[src/hw/rtl/upen_pkg.sv]
package upen_pkg;

  // Longest run of result bytes that one input byte can cause.
  localparam int unsigned RUN_MAX = 5;
  localparam int unsigned RUN_W   = $clog2(RUN_MAX + 1);

  typedef logic [7:0] byte_t;

  // One input request.
  typedef struct packed {
    byte_t in_byte;
    logic  in_last;
  } in_req_t;

  // One output request.
  typedef struct packed {
    byte_t out_byte;
    logic  out_run_end;
    logic  out_string_end;
  } out_req_t;

  // A run of result bytes for one input byte, in emission order from index 0.
  typedef struct packed {
    logic [RUN_MAX-1:0][7:0] bytes;
    logic [RUN_W-1:0]        count;
    logic                    last;
  } run_t;

endpackage

[src/hw/rtl/url_percent_escape_normalizer.sv]
// URL component percent-escape normalizer.
// Input channel: in_valid / in_stall carry one byte of a URL component and a
// flag on its final byte. Output channel: out_valid / out_stall carry the
// normalized bytes, each with a run-end flag (last byte caused by one input
// byte) and a string-end flag (final byte of the normalized string).
// A '%' and the byte after it are held until the second byte after the '%'
// arrives; then the escape is decoded, re-emitted in upper case, or emitted
// as "%25" followed by the held bytes taken again as fresh input.
// A run enters the run queue when its input byte is taken; its first byte
// then reaches the output through the output register. Each input byte causes
// 0 to 5 output bytes; while out_stall is low the back end emits one output
// byte per cycle, so the input takes one byte per cycle while runs are single
// bytes and stalls for longer runs once the QDEPTH-entry run queue fills.
// Reset clears the pending escape, the run queue and the output valid flag.
// When the receiver stalls, the output register holds its byte, the queue
// fills, and in_stall rises when the queue is full.
module url_percent_escape_normalizer #(
  parameter int unsigned QDEPTH = 2
) (
  input  logic               clk,
  input  logic               rst_n,
  input  logic               in_valid,
  output logic               in_stall,
  input  upen_pkg::in_req_t  in_req,
  output logic               out_valid,
  input  logic               out_stall,
  output upen_pkg::out_req_t out_req
);
  import upen_pkg::*;

  logic push;
  run_t push_run;
  logic pop;
  run_t head_run;
  logic head_valid;
  logic full;

  assign in_stall = full;

  upen_front u_front (
    .clk      (clk),
    .rst_n    (rst_n),
    .in_valid (in_valid),
    .in_stall (in_stall),
    .in_req   (in_req),
    .push     (push),
    .push_run (push_run)
  );

  upen_queue #(
    .QDEPTH (QDEPTH)
  ) u_queue (
    .clk        (clk),
    .rst_n      (rst_n),
    .push       (push),
    .push_run   (push_run),
    .pop        (pop),
    .head_run   (head_run),
    .head_valid (head_valid),
    .full       (full)
  );

  upen_back u_back (
    .clk        (clk),
    .rst_n      (rst_n),
    .head_run   (head_run),
    .head_valid (head_valid),
    .pop        (pop),
    .out_valid  (out_valid),
    .out_stall  (out_stall),
    .out_req    (out_req)
  );

endmodule

[src/hw/rtl/upen_front.sv]
module upen_front (
  input  logic              clk,
  input  logic              rst_n,
  input  logic              in_valid,
  input  logic              in_stall,
  input  upen_pkg::in_req_t in_req,
  output logic              push,
  output upen_pkg::run_t    push_run
);
  import upen_pkg::*;

  localparam byte_t CH_PCT  = 8'h25;
  localparam byte_t CH_TWO  = 8'h32;
  localparam byte_t CH_FIVE = 8'h35;
  localparam byte_t CH_DASH = 8'h2D;
  localparam byte_t CH_DOT  = 8'h2E;
  localparam byte_t CH_UNDS = 8'h5F;
  localparam byte_t CH_TILD = 8'h7E;

  typedef enum logic [1:0] {
    PH_IDLE,
    PH_PCT,
    PH_DIGIT
  } phase_t;

  phase_t phase_r, phase_nxt;
  byte_t  held_r, held_nxt;
  logic   accept;
  run_t   run;
  byte_t  c;
  byte_t  v;
  logic   last;

  // Only 0-9, A-F and a-f count as hex digits.
  function automatic logic is_hex(input byte_t ch);
    return (ch >= 8'h30 && ch <= 8'h39) || (ch >= 8'h41 && ch <= 8'h46) ||
           (ch >= 8'h61 && ch <= 8'h66);
  endfunction

  function automatic logic [3:0] hex_val(input byte_t ch);
    byte_t d;
    if (ch <= 8'h39) begin
      d = ch - 8'h30;
    end else if (ch <= 8'h46) begin
      d = ch - 8'h37;
    end else begin
      d = ch - 8'h57;
    end
    return d[3:0];
  endfunction

  function automatic byte_t upper_hex(input byte_t ch);
    if (ch >= 8'h61 && ch <= 8'h66) begin
      return ch - 8'h20;
    end
    return ch;
  endfunction

  function automatic logic is_unreserved(input byte_t ch);
    return (ch >= 8'h41 && ch <= 8'h5A) || (ch >= 8'h61 && ch <= 8'h7A) ||
           (ch >= 8'h30 && ch <= 8'h39) || ch == CH_DASH || ch == CH_DOT ||
           ch == CH_UNDS || ch == CH_TILD;
  endfunction

  assign accept = in_valid && !in_stall;
  assign c      = in_req.in_byte;
  assign last   = in_req.in_last;
  assign v      = {hex_val(held_r), hex_val(c)};

  // Classify the byte against the pending escape and build its run.
  always_comb begin
    run       = '0;
    run.last  = last;
    phase_nxt = phase_r;
    held_nxt  = held_r;
    unique case (phase_r)
      PH_DIGIT: begin
        held_nxt  = '0;
        phase_nxt = PH_IDLE;
        if (is_hex(held_r) && is_hex(c)) begin
          if (is_unreserved(v)) begin
            run.bytes[0] = v;
            run.count    = RUN_W'(1);
          end else begin
            run.bytes[0] = CH_PCT;
            run.bytes[1] = upper_hex(held_r);
            run.bytes[2] = upper_hex(c);
            run.count    = RUN_W'(3);
          end
        end else begin
          // Bad escape: emit "%25", then replay the held byte and this one.
          run.bytes[0] = CH_PCT;
          run.bytes[1] = CH_TWO;
          run.bytes[2] = CH_FIVE;
          if (held_r == CH_PCT) begin
            if (last) begin
              run.bytes[3] = CH_PCT;
              run.bytes[4] = c;
              run.count    = RUN_W'(5);
            end else begin
              held_nxt  = c;
              phase_nxt = PH_DIGIT;
              run.count = RUN_W'(3);
            end
          end else begin
            run.bytes[3] = held_r;
            if (c == CH_PCT && !last) begin
              phase_nxt = PH_PCT;
              run.count = RUN_W'(4);
            end else begin
              run.bytes[4] = c;
              run.count    = RUN_W'(5);
            end
          end
        end
      end
      PH_PCT: begin
        if (last) begin
          // Escape cut short by the end of the string.
          run.bytes[0] = CH_PCT;
          run.bytes[1] = c;
          run.count    = RUN_W'(2);
          phase_nxt    = PH_IDLE;
        end else begin
          held_nxt  = c;
          phase_nxt = PH_DIGIT;
        end
      end
      default: begin
        if (c == CH_PCT && !last) begin
          phase_nxt = PH_PCT;
        end else begin
          run.bytes[0] = c;
          run.count    = RUN_W'(1);
          phase_nxt    = PH_IDLE;
        end
      end
    endcase
  end

  // Bytes that open or continue an escape push nothing.
  assign push     = accept && (run.count != '0);
  assign push_run = run;

  always_ff @(posedge clk) begin
    if (!rst_n) begin
      phase_r <= PH_IDLE;
      held_r  <= '0;
    end else if (accept) begin
      phase_r <= phase_nxt;
      held_r  <= held_nxt;
    end
  end

`ifndef SYNTHESIS
  // The end of a string always leaves no escape pending.
  a_last_clears: assert property (@(posedge clk) disable iff (!rst_n)
    accept && last |=> phase_r == PH_IDLE)
    else $error("escape still pending after last byte");
`endif

endmodule

[src/hw/rtl/upen_queue.sv]
module upen_queue #(
  parameter int unsigned QDEPTH = 2
) (
  input  logic           clk,
  input  logic           rst_n,
  input  logic           push,
  input  upen_pkg::run_t push_run,
  input  logic           pop,
  output upen_pkg::run_t head_run,
  output logic           head_valid,
  output logic           full
);
  import upen_pkg::*;

  localparam int unsigned PTR_W = (QDEPTH > 1) ? $clog2(QDEPTH) : 1;
  localparam int unsigned CNT_W = $clog2(QDEPTH + 1);

  run_t             mem_r [QDEPTH];
  logic [PTR_W-1:0] wr_ptr_r, rd_ptr_r;
  logic [CNT_W-1:0] count_r;

  function automatic logic [PTR_W-1:0] wrap_inc(input logic [PTR_W-1:0] p);
    return (p == PTR_W'(QDEPTH - 1)) ? '0 : p + PTR_W'(1);
  endfunction

  assign head_valid = (count_r != '0);
  assign full       = (count_r == CNT_W'(QDEPTH));
  assign head_run   = mem_r[rd_ptr_r];

  // Run storage.
  always_ff @(posedge clk) begin
    if (push) begin
      mem_r[wr_ptr_r] <= push_run;
    end
  end

  // Pointers and fill count.
  always_ff @(posedge clk) begin
    if (!rst_n) begin
      wr_ptr_r <= '0;
      rd_ptr_r <= '0;
      count_r  <= '0;
    end else begin
      if (push) begin
        wr_ptr_r <= wrap_inc(wr_ptr_r);
      end
      if (pop) begin
        rd_ptr_r <= wrap_inc(rd_ptr_r);
      end
      if (push && !pop) begin
        count_r <= count_r + CNT_W'(1);
      end else if (pop && !push) begin
        count_r <= count_r - CNT_W'(1);
      end
    end
  end

`ifndef SYNTHESIS
  a_no_overflow: assert property (@(posedge clk) disable iff (!rst_n)
    count_r <= CNT_W'(QDEPTH))
    else $error("run queue overflow");
`endif

endmodule

[src/hw/rtl/upen_back.sv]
module upen_back (
  input  logic               clk,
  input  logic               rst_n,
  input  upen_pkg::run_t     head_run,
  input  logic               head_valid,
  output logic               pop,
  output logic               out_valid,
  input  logic               out_stall,
  output upen_pkg::out_req_t out_req
);
  import upen_pkg::*;

  logic [RUN_W-1:0] idx_r, idx_nxt;
  logic             out_valid_r;
  out_req_t         out_req_r, out_req_nxt;
  logic             load;
  logic             final_byte;

  // The output register takes a new byte when empty or being drained.
  assign load       = head_valid && (!out_valid_r || !out_stall);
  assign final_byte = (RUN_W'(idx_r + RUN_W'(1)) == head_run.count);
  assign pop        = load && final_byte;
  assign idx_nxt    = final_byte ? '0 : idx_r + RUN_W'(1);

  always_comb begin
    out_req_nxt.out_byte       = head_run.bytes[idx_r];
    out_req_nxt.out_run_end    = final_byte;
    out_req_nxt.out_string_end = final_byte && head_run.last;
  end

  // Byte index within the head run and output valid.
  always_ff @(posedge clk) begin
    if (!rst_n) begin
      idx_r       <= '0;
      out_valid_r <= 1'b0;
    end else if (load) begin
      idx_r       <= idx_nxt;
      out_valid_r <= 1'b1;
    end else if (!out_stall) begin
      out_valid_r <= 1'b0;
    end
  end

  // Output payload.
  always_ff @(posedge clk) begin
    if (load) begin
      out_req_r <= out_req_nxt;
    end
  end

  assign out_valid = out_valid_r;
  assign out_req   = out_req_r;

`ifndef SYNTHESIS
  a_string_end_on_run_end: assert property (@(posedge clk) disable iff (!rst_n)
    out_valid_r && out_req_r.out_string_end |-> out_req_r.out_run_end)
    else $error("string end without run end");

  a_idx_in_run: assert property (@(posedge clk) disable iff (!rst_n)
    head_valid |-> idx_r < head_run.count)
    else $error("byte index past end of run");
`endif

endmodule

[config.mk]
export PLATFORM = sky130hd
export DESIGN_NAME = url_percent_escape_normalizer
export DESIGN_NICKNAME = d
export VERILOG_FILES = /design/src/hw/rtl/upen_pkg.sv /design/src/hw/rtl/url_percent_escape_normalizer.sv /design/src/hw/rtl/upen_front.sv /design/src/hw/rtl/upen_queue.sv /design/src/hw/rtl/upen_back.sv
export SDC_FILE = /design/constraint.sdc
export NUM_CORES = 1
export LEC_CHECK = 0
export ABC_AREA = 1
export BUFFER_PORTS_ARGS = -buffer_cell sky130_fd_sc_hd__buf_2
export CORE_ASPECT_RATIO = 0.7
export CORE_MARGIN = 2
export CORE_UTILIZATION = 40
export DETAILED_ROUTE_END_ITERATION = 16
export MAX_ROUTING_LAYER = met4
export PLACE_DENSITY_LB_ADDON = 0.12
export SLEW_MARGIN = 0
export SYNTH_ARGS = -nofsm -noshare
export SYNTH_HDL_FRONTEND = slang
export SYNTH_SLANG_ARGS = --single-unit
[constraint.sdc]
create_clock -name clk -period 11.2 [get_ports clk]
set_clock_uncertainty 0.15 [all_clocks]
set_input_delay 1.68 -clock clk [delete_from_list [all_inputs] [get_ports clk]]
set_output_delay 1.68 -clock clk [all_outputs]
set_load 0.005 [all_outputs]
Word-level counts from Yosys, hierarchy flattened

Memory sizes are Yosys's and may differ from the RTL's. A register that Yosys moved wholly into a read port is not among the register bits.
Index checks and enable logic that the tools add are counted.
Widths: inputs -> output; s select.

Bitwise operators: 0
Muxes and demuxes: 54
Order comparisons: 19
Shift-type cells: 0
$mul: 0
Eq/ne operators: 12
Add/subtract/negate cells: 13
Reductions and logical operators: 40
Div/mod/pow operators: 0

Operator list:

| cell                | number |
|---|---|
| $mux 8              | 10 |
| $mux 16             | 4 |
| $ge 8x7->1 const B  | 6 |
| $le 8x7->1 const B  | 6 |
| $eq 8x6->1 const B  | 4 |
| $pmux 8 s2          | 2 |
| $mux 27             | 1 |
| $bmux 8 s3          | 1 |
| $ge 8x6->1 const B  | 3 |
| $le 8x6->1 const B  | 3 |
| $mux 24             | 1 |
| $mux 11             | 2 |
| $pmux 11 s2         | 1 |
| $mux 19             | 1 |
| $logic_and 1x1->1   | 18 |
| $mux 1              | 18 |
| $eq 8x7->1 const B  | 2 |
| $mux 4              | 4 |
| $sub 4x3->4 const B | 4 |
| $sub 8x6->8 const B | 2 |
| $logic_or 1x1->1    | 11 |
| $mux 2              | 5 |
| $mux 3              | 3 |
| $sub 4x1->4 const B | 2 |
| other kinds (15)    | 24 |

Logic and storage cells: 149
Memories kept: 1
RAM bits: 88
Bits in latches: 0
Register bits: 28
Input bits: 13
Output and inout port bits: 12
Memory bits (read-only): 0

Memory list:

| memory        | words | width | read ports | clocked after memory_dff | write ports | line             | text |
|---|---|---|---|---|---|---|---|
| u_queue.mem_r | 2     | 44    | 1          | 1                        | 1           | upen_queue.sv:18 | `run_t mem_r [QDEPTH];` |

Logic depth before layout (Yosys ltp)

Gate-level depths: netlist of the first run.

Word-level depth: 24
Depth in mapped cells: 23

By module

A second synthesis of the first run with hierarchy kept.

Cells, all modules: 643
Area, all modules: 6419.9 um^2

Modules (own cells, without submodules):

| module     | area each (um^2) | cells an instance | times used |
|---|---|---|---|
| upen_queue | 3607.2           | 172               | 1 |
| upen_front | 1869.3           | 337               | 1 |
| upen_back  | 943.4            | 134               | 1 |

Least setup slack after synthesis of the first run

OpenSTA, ideal clock, no wires.

Path type: in2reg
From: input in_req[2] (netlist name)
To: memory u_queue.mem_r[0][0] (netlist name) (enable)
Arrival time: 4983 ps
Stages: 17
Library setup time: 445 ps
Required time: 10605 ps
Path slack: 5621 ps
Path through: inv_1 -> ha_1 -> o21ai_0 -> nand2_2 -> nand2_4 -> nand2_1 -> nand2_2 -> inv_2 -> o21bai_1 -> nand2_1 -> nand2_1 -> nand2_1 -> nand3_2 -> nand2_2 -> nand3_2 -> nand2_1 -> nor2_1

Word-level cells in the longest chain between the ends: 18

Ends and longest elaborated chain:

| what                                      | line                                | text |
|---|---|---|
| start: declaration                        | url_percent_escape_normalizer.sv:24 | `input upen_pkg::in_req_t in_req,` |
| $le 8x7->1 or $sub 4x3->4 (tied branches) | --                                  |  |
| $mux 4                                    | upen_front.sv:44                    | `end else if (ch <= 8'h46) begin` |
| $mux 4                                    | upen_front.sv:42                    | `if (ch <= 8'h39) begin` |
| $ge 8x7->1 or $le 8x7->1 (tied branches)  | upen_front.sv:60                    | `return (ch >= 8'h41 && ch <= 8'h5A) \|\| (ch >= 8'h61 && ch <= 8'h7A) \|\|` |
| $logic_and 1x1->1                         | upen_front.sv:60                    |  |
| $logic_or 1x1->1 (2 in series)            | upen_front.sv:60                    |  |
| $logic_or 1x1->1 (3 in series)            | upen_front.sv:61                    | `(ch >= 8'h30 && ch <= 8'h39) \|\| ch == CH_DASH \|\| ch == CH_DOT \|\|` |
| $logic_or 1x1->1                          | upen_front.sv:62                    | `ch == CH_UNDS \|\| ch == CH_TILD;` |
| $mux 11                                   | upen_front.sv:81                    | `if (is_unreserved(v)) begin` |
| $mux 27                                   | upen_front.sv:80                    | `if (is_hex(held_r) && is_hex(c)) begin` |
| $pmux 11 s2 *                             | upen_front.sv:76                    | `unique case (phase_r)` |
| $reduce_bool 3->1 *                       | upen_front.sv:142                   | `assign push = accept && (run.count != '0);` |
| $logic_and 1x1->1 *                       | upen_front.sv:142                   |  |
| $mux 1 *                                  | upen_queue.sv:32                    | `if (push) begin` |
| $mux 1 (not written as such) *            | upen_queue.sv:33                    | `mem_r[wr_ptr_r] <= push_run;` |
| end: declaration                          | upen_queue.sv:18                    |  |

Mark *: on every way between the ends. The rest lies on a longest branch, timed or not.

Final worst setup path of the first run

From: input in_req[1] (netlist name)
To: register u_queue.count_r[1]

Word-level cells in the longest chain between the ends: 19

Ends and longest elaborated chain:

| what                                      | line                                | text |
|---|---|---|
| $le 8x7->1 or $sub 4x3->4 (tied branches) | --                                  |  |
| $mux 4                                    | upen_front.sv:44                    |  |
| $mux 4                                    | upen_front.sv:42                    |  |
| $ge 8x7->1 or $le 8x7->1 (tied branches)  | upen_front.sv:60                    |  |
| $logic_and 1x1->1                         | upen_front.sv:60                    |  |
| $logic_or 1x1->1 (2 in series)            | upen_front.sv:60                    |  |
| $logic_or 1x1->1 (3 in series)            | upen_front.sv:61                    |  |
| $logic_or 1x1->1                          | upen_front.sv:62                    |  |
| $mux 11                                   | upen_front.sv:81                    |  |
| $mux 27                                   | upen_front.sv:80                    |  |
| $pmux 11 s2 *                             | upen_front.sv:76                    |  |
| $reduce_bool 3->1 *                       | upen_front.sv:142                   |  |
| $logic_and 1x1->1 *                       | upen_front.sv:142                   |  |
| via push                                  | url_percent_escape_normalizer.sv:31 | `logic push;` |
| $logic_not 1->1                           | upen_queue.sv:52                    | `end else if (pop && !push) begin` |
| $logic_and 1x1->1                         | upen_queue.sv:52                    |  |
| $reduce_bool 2->1 (no line)               | --                                  |  |
| end signal: assignment                    | upen_queue.sv:51                    | `count_r <= count_r + CNT_W'(1);` |
| end signal: assignment                    | upen_queue.sv:53                    | `count_r <= count_r - CNT_W'(1);` |
| end: declaration                          | upen_queue.sv:20                    | `logic [CNT_W-1:0] count_r;` |

The timed path passes the listed nets; every way through them passes the cells marked *.
A chain may end at the register's enable or synchronous reset.

==> reports/metrics.cfg, run 1 <==
[floorplanning]
die_x_um = 148
coreArea_um2 = 14100
start_util = 0.415
die_h_um = 105
die_area_um2 = 15600
placementRows = 36
ios = 25

[yosys]
yosysTopAreaCellShare = 0.505
async_flop_share = 0
synth_area_um2 = 5830
synth_edf_count = 98
synth_seq_cells = 117
synthFlopType = edfxtp_1
yosysTopAreaCell = edfxtp_1
synth_warnings = 0
synthTopCellsByArea = edfxtp_1, dfxtp_1, nand2_1
avgSynthCellArea_um2 = 10.0
synth_cell_types = 40
netlist_instances = 581
synth_fp_nets = 612
yosysSeqAreaShare = 0.570

[placement]
dp_cells = 784
port_buffers = 24
dpl_cell_area_um2 = 6160
place_hpwl_um = 10800
routabilityCongestion = 0.963
place_ws_ns = 6.32

[clocking]
cts-root-buf = clkbuf_16
h-tree-depth = 4
clock_latency_ns = 0.41
cts_setup_buffers = 0
clk_pin_slew_ns = 0.05
cts_tree = done
cts_buffer_depth = 2
postCtsHoldBufs = 0
cts_buffers = 17
cts_num_sinks = 117
cts_resized = 0

[routing]
drc_errors = 0
wl_met1_um = 7570
via_count = 4469
routedWlPerCell_um = 18.9
first_iter_violations = 499
top_layer = met4
drt_pass1_iterations = 6
routed_wirelength_um = 15500
met3_length_um = 1160
vias_per_cell = 5.48
ant_nets = 0
met2_length_um = 6550

[finish]
instances_no_fill = 816
diodes = 0
n_fill_cell = 1346
num-nets-final = 644
regArea_um2 = 3320
layout_common_cells = edfxtp_1, nand2_1, nor2_1
syn2layout_area_growth_pct = 14.8
multi_input_area_um2 = 2190
layout_commonest_cell = edfxtp_1
fin_util = 0.476
stdcell_area_um2 = 6690
drive_gt1_frac = 0.152

[grt]
grt_overflow = 0
grt_max_degree = 46
grt_pass1_vias = 4205
grt_use_total = 0.215
grt_pass1_wl_um = 24400
antenna_found_initial = 0

[timing]
setup_viol = 0
fin_crit_ns = 4.44
max-slew-margin-rel = 0.436
hold_viol = 0
fin_ws_ns = 6.76
clock.fmax_ghz = 0.225
holdWs_ns = 0.337
worst_pin_slew_ns = 0.846
slew_violations = 0
finalCritPeriodShare = 0.396
setup-tns-final_ns = 0
rsz0062_at_grt = no

[flow_run]
maxCapViolCount = 0

[min_path]
min_path_type = flop to flop
holdPathStages = 2
hp-start = u_front.phase_r[0]$_SDFFE_PN0P_

[setup_path]
crit-reg2reg-launch = u_front.held_r[0]$_SDFFE_PN0P_
startpoint_type = primary input
max_stage_delay_ns = 0.31
critical_path_class = primary input to flop
path_cells = buf_2 -> inv_1 -> ha_1 -> o21ai_0 -> nand2_2 -> nand2_4 -> nand2_1 -> nand2_2 -> inv_2 -> nand2_1 -> nand2_1 -> nand3_1 -> nand2_1 -> nor2_4 -> nand3_2 -> nand2_2 -> nand3_2 -> nand2_1 -> inv_1 -> ha_1 -> a21oi_1 -> o21ai_0 -> o21ai_0 -> a21oi_1
critPathArrivalTime_ns = 4.58
crit_slowest_cell = ha_1
cpMostUsedCell = nand2_1
r2r_cells = 21
end_kind = flop
crit_path_max_fanout = 9
critPathLaunch = in_req[1]
required_ns = 11.34

[outcome]
run_status = finished clean

[pwr]
finalPower_mw = 1.31
powerDensity_nw_per_um2 = 195
worst_ir_drop_vdd_mv = 0.139
p_leak_nw = 2.56

[power breakdown]
part / internal, mW / total [mW] / switching [mW]
sequential: 0.563 / 0.587 / 0.0240
clock: 0.301 / 0.487 / 0.186
combinational: 0.0797 / 0.234 / 0.154
[sequential cells by signal, indices dropped and copies added (netlist names), named ones only]
signal            cells
u_front.phase_r       2
u_queue.count_r       2
u_back.out_valid      1
u_queue.wr_ptr_r      1
u_queue.rd_ptr_r      1
u_front.held_r        8
u_queue.mem_r        88
u_back.idx_r          3
u_back.out_req       10
[synth_stat cells (2+ instances only)]
library cell / instances
xor2_1: 6
nand2_2: 7
nand2_4: 2
nand4_1: 6
inv_1: 54
nand3_1: 28
nor2_1: 58
inv_2: 13
clkbuf_1: 12
nor3_1: 11
o21ai_1: 7
or2_1: 3
nor2_2: 5
o21ai_0: 35
clkinv_1: 2
edfxtp_1: 98
xnor2_1: 3
mux2i_1: 16
o2111ai_1: 4
ha_1: 18
a22oi_1: 2
o221ai_1: 12
buf_1: 2
nand2_1: 91
o211ai_1: 5
o22ai_1: 11
a31o_2: 4
a21oi_1: 29
dfxtp_1: 19
o32ai_1: 5
nand3_2: 4
[per-layer routing]
layer  global-route usage  vias up
li1                     -     2115
met1                0.313     2169
met2                0.289      169
met3               0.0598       16
met4               0.0680        0
met5                    -        -
[critical path, delay by kind of cell]
kind | cells | cell delay, ns
AO/OA/AOI/OAI | 5 | 0.64
adder cells (fa/ha/maj) | 2 | 0.55
buffers and inverters | 4 | 0.44
AND/OR/NAND/NOR | 13 | 1.25
[area by class of cell]
| type | count | area share |
|---|---|---|
| Multi-Input combinational cell | 380 | 0.328 |
| Clock inverter | 11 | 0.0129 |
| Sequential cell | 117 | 0.497 |
| Inverter | 69 | 0.0387 |
| Clock buffer | 21 | 0.0658 |
| Tap cell | 190 | 0.0355 |
| Timing Repair Buffer | 28 | 0.0224 |
[worst paths after layout]
path / slack, ns / endpoint
worst max-delay path: 6.76 / u_queue.count_r[1]$_SDFFE_PN0P_
worst min register to register: 0.34 / u_front.phase_r[0]$_SDFFE_PN0P_
worst max register to register: 7.54 / u_queue.count_r[1]$_SDFFE_PN0P_
worst min-delay path: 0.34 / u_front.phase_r[0]$_SDFFE_PN0P_
[cells by family (layout without fill, tap and decap cells)]
family / count (synthesis) / in the layout / share of synthesized area
AO/OA/AOI/OAI: 119 / 119 / 0.128
XOR/XNOR: 9 / 9 / 0.0135
adder cells (fa/ha/maj): 18 / 18 / 0.0387
buffers and inverters: 84 / 129 / 0.0548
flip-flops: 117 / 117 / 0.570
multiplexers: 16 / 16 / 0.0275
AND/OR/NAND/NOR: 218 / 218 / 0.167
Power figures use the tool's default switching activity.
==> run 2: changes to the inputs <==
==> constraint.sdc (replaced) <==
create_clock -name clk -period 4.6 [get_ports clk]
set_clock_uncertainty 0.15 [all_clocks]
set_input_delay 0.69 -clock clk [delete_from_list [all_inputs] [get_ports clk]]
set_output_delay 0.69 -clock clk [all_outputs]
set_load 0.005 [all_outputs]
==> reports/metrics.cfg, run 2 (same netlist as run 1, synthesis figures left out) <==
[floorplanning]
die_area_um2 = 15600
placementRows = 36
start_util = 0.415
die_h_um = 105
coreArea_um2 = 14100
ios = 25
die_x_um = 148

[timing]
max-slew-margin-rel = 0.416
setup-tns-final_ns = 0
slew_violations = 0
fin_crit_ns = 3.70
worst_pin_slew_ns = 0.876
finalCritPeriodShare = 0.804
hold_viol = 0
setup_viol = 0
rsz0062_at_grt = no
clock.fmax_ghz = 0.270

[clocking]
cts_buffer_depth = 2
clk_pin_slew_ns = 0.05
cts-root-buf = clkbuf_16
cts_num_sinks = 117
clock_latency_ns = 0.42
cts_setup_buffers = 0
h-tree-depth = 4
cts_buffers = 17
cts_tree = done
cts_resized = 0
postCtsHoldBufs = 0

[setup_path]
critical_path_class = flop to flop
required_ns = 4.75
end_kind = flop
startpoint_type = flop
crit_path_max_fanout = 7
critPathArrivalTime_ns = 3.85

[grt]
antenna_found_initial = 0
grt_pass1_vias = 4401
grt_overflow = 0
grt_pass1_wl_um = 25100
grt_use_total = 0.223
grt_max_degree = 45

[routing]
vias_per_cell = 5.54
routedWlPerCell_um = 19.6
first_iter_violations = 468
routed_wirelength_um = 15900
ant_nets = 0
drc_errors = 0
via_count = 4505
drt_pass1_iterations = 5

[finish]
stdcell_area_um2 = 6720
layout_common_cells = edfxtp_1, nand2_1, nor2_1
fin_util = 0.478
drive_gt1_frac = 0.148
largest_register_ffs = 88
syn2layout_area_growth_pct = 15.4
largest-register = u_queue.mem_r
diodes = 0
multi_input_area_um2 = 2190
regArea_um2 = 3320
layout_commonest_cell = edfxtp_1
num-nets-final = 645
n_fill_cell = 1335

[pwr]
worst_ir_drop_vdd_mv = 0.312
share_seq_of_total_power = 0.444
p_leak_nw = 2.57
finalPower_mw = 3.22
switchingPower_uw = 872
powerDensity_nw_per_um2 = 479
swShare = 0.271
combPwrFrac = 0.180
pwr-share-clk = 0.377
p_int_mw = 2.35

[placement]
dpl_cell_area_um2 = 6200
port_buffers = 24
place_hpwl_um = 11100
routabilityCongestion = 1.00

[outcome]
run_status = finished clean

[min_path]
min_path_type = flop to flop

[flow_run]
maxCapViolCount = 0

[run 2: cell count changes in the layout (fill, tap and decap cells not counted)]
cell        change
bufinv_16       +1
clkinv_2        -3
buf_4           -1
buf_12          +2
clkinvlp_4      -1
clkinv_4        -1
[run 2: worst max-delay path, stage by stage (launching register included)]
cell      delay (ns)
dfxtp_1         0.51
inv_1           0.19
ha_1            0.24
nand2_1         0.08
nand3_1         0.07
nand2_1         0.12
nand2_2         0.11
o21ai_1         0.44
o21bai_1        0.11
nand2_1         0.07
nand2_1         0.05
nand2_1         0.13
nand3_2         0.13
nand2_2         0.09
nand3_2         0.08
nand2_1         0.16
inv_1           0.07
ha_1            0.31
a21oi_1         0.11
o21ai_0         0.12
o21ai_0         0.18
a21oi_1         0.05
[run 2: final cells by class]
cell class,count,share of cell area
clock buffers,21,0.0655
clock inverters,7,0.0127
inverters,69,0.0385
multi-input cells,380,0.326
flip-flops and latches,117,0.495
well taps,190,0.0354
repair buffers,29,0.0272
[run 2: layer usage]
layer,up-vias,GRT usage,part of all wire
met3,26,0.0467,0.067
met5,-,-,0
li1,2122,-,-
met1,2206,0.316,0.49
met4,0,0.0796,0.018
met2,151,0.318,0.43
[run 2: per-stage QoR]
stage	instances	hold slack (ns)	worst slack [ns]
floorplan	581	0.312	0.0115
global placement	785	0.318	0.820
detailed placement	785	0.320	0.683
CTS	813	0.338	0.936
global route	813	0.363	0.603
finish	813	0.335	0.902
[run 2: power groups by stage]
stage	clock (mW)	sequential (mW)	combinational (mW)
2_1_floorplan	0	1.44	0.369
3_3_place_gp	0	1.45	0.579
3_5_place_dp	0	1.45	0.588
4_1_cts	1.23	1.43	0.593
5_1_grt	1.27	1.45	0.651
6_report	1.21	1.43	0.579
[run 2: path summary, 6_finish.rpt]
kind              cells past startpoint  slack [ns]                         endpoint                      startpoint
setup reg to reg                     21        0.90  u_queue.count_r[1]$_SDFFE_PN0P_  u_front.held_r[1]$_SDFFE_PN0P_
hold / removal                        2        0.33    u_back.out_valid$_SDFFE_PN0P_   u_back.out_valid$_SDFFE_PN0P_
hold reg to reg                       2        0.33    u_back.out_valid$_SDFFE_PN0P_   u_back.out_valid$_SDFFE_PN0P_
setup / recovery                     21        0.90  u_queue.count_r[1]$_SDFFE_PN0P_  u_front.held_r[1]$_SDFFE_PN0P_
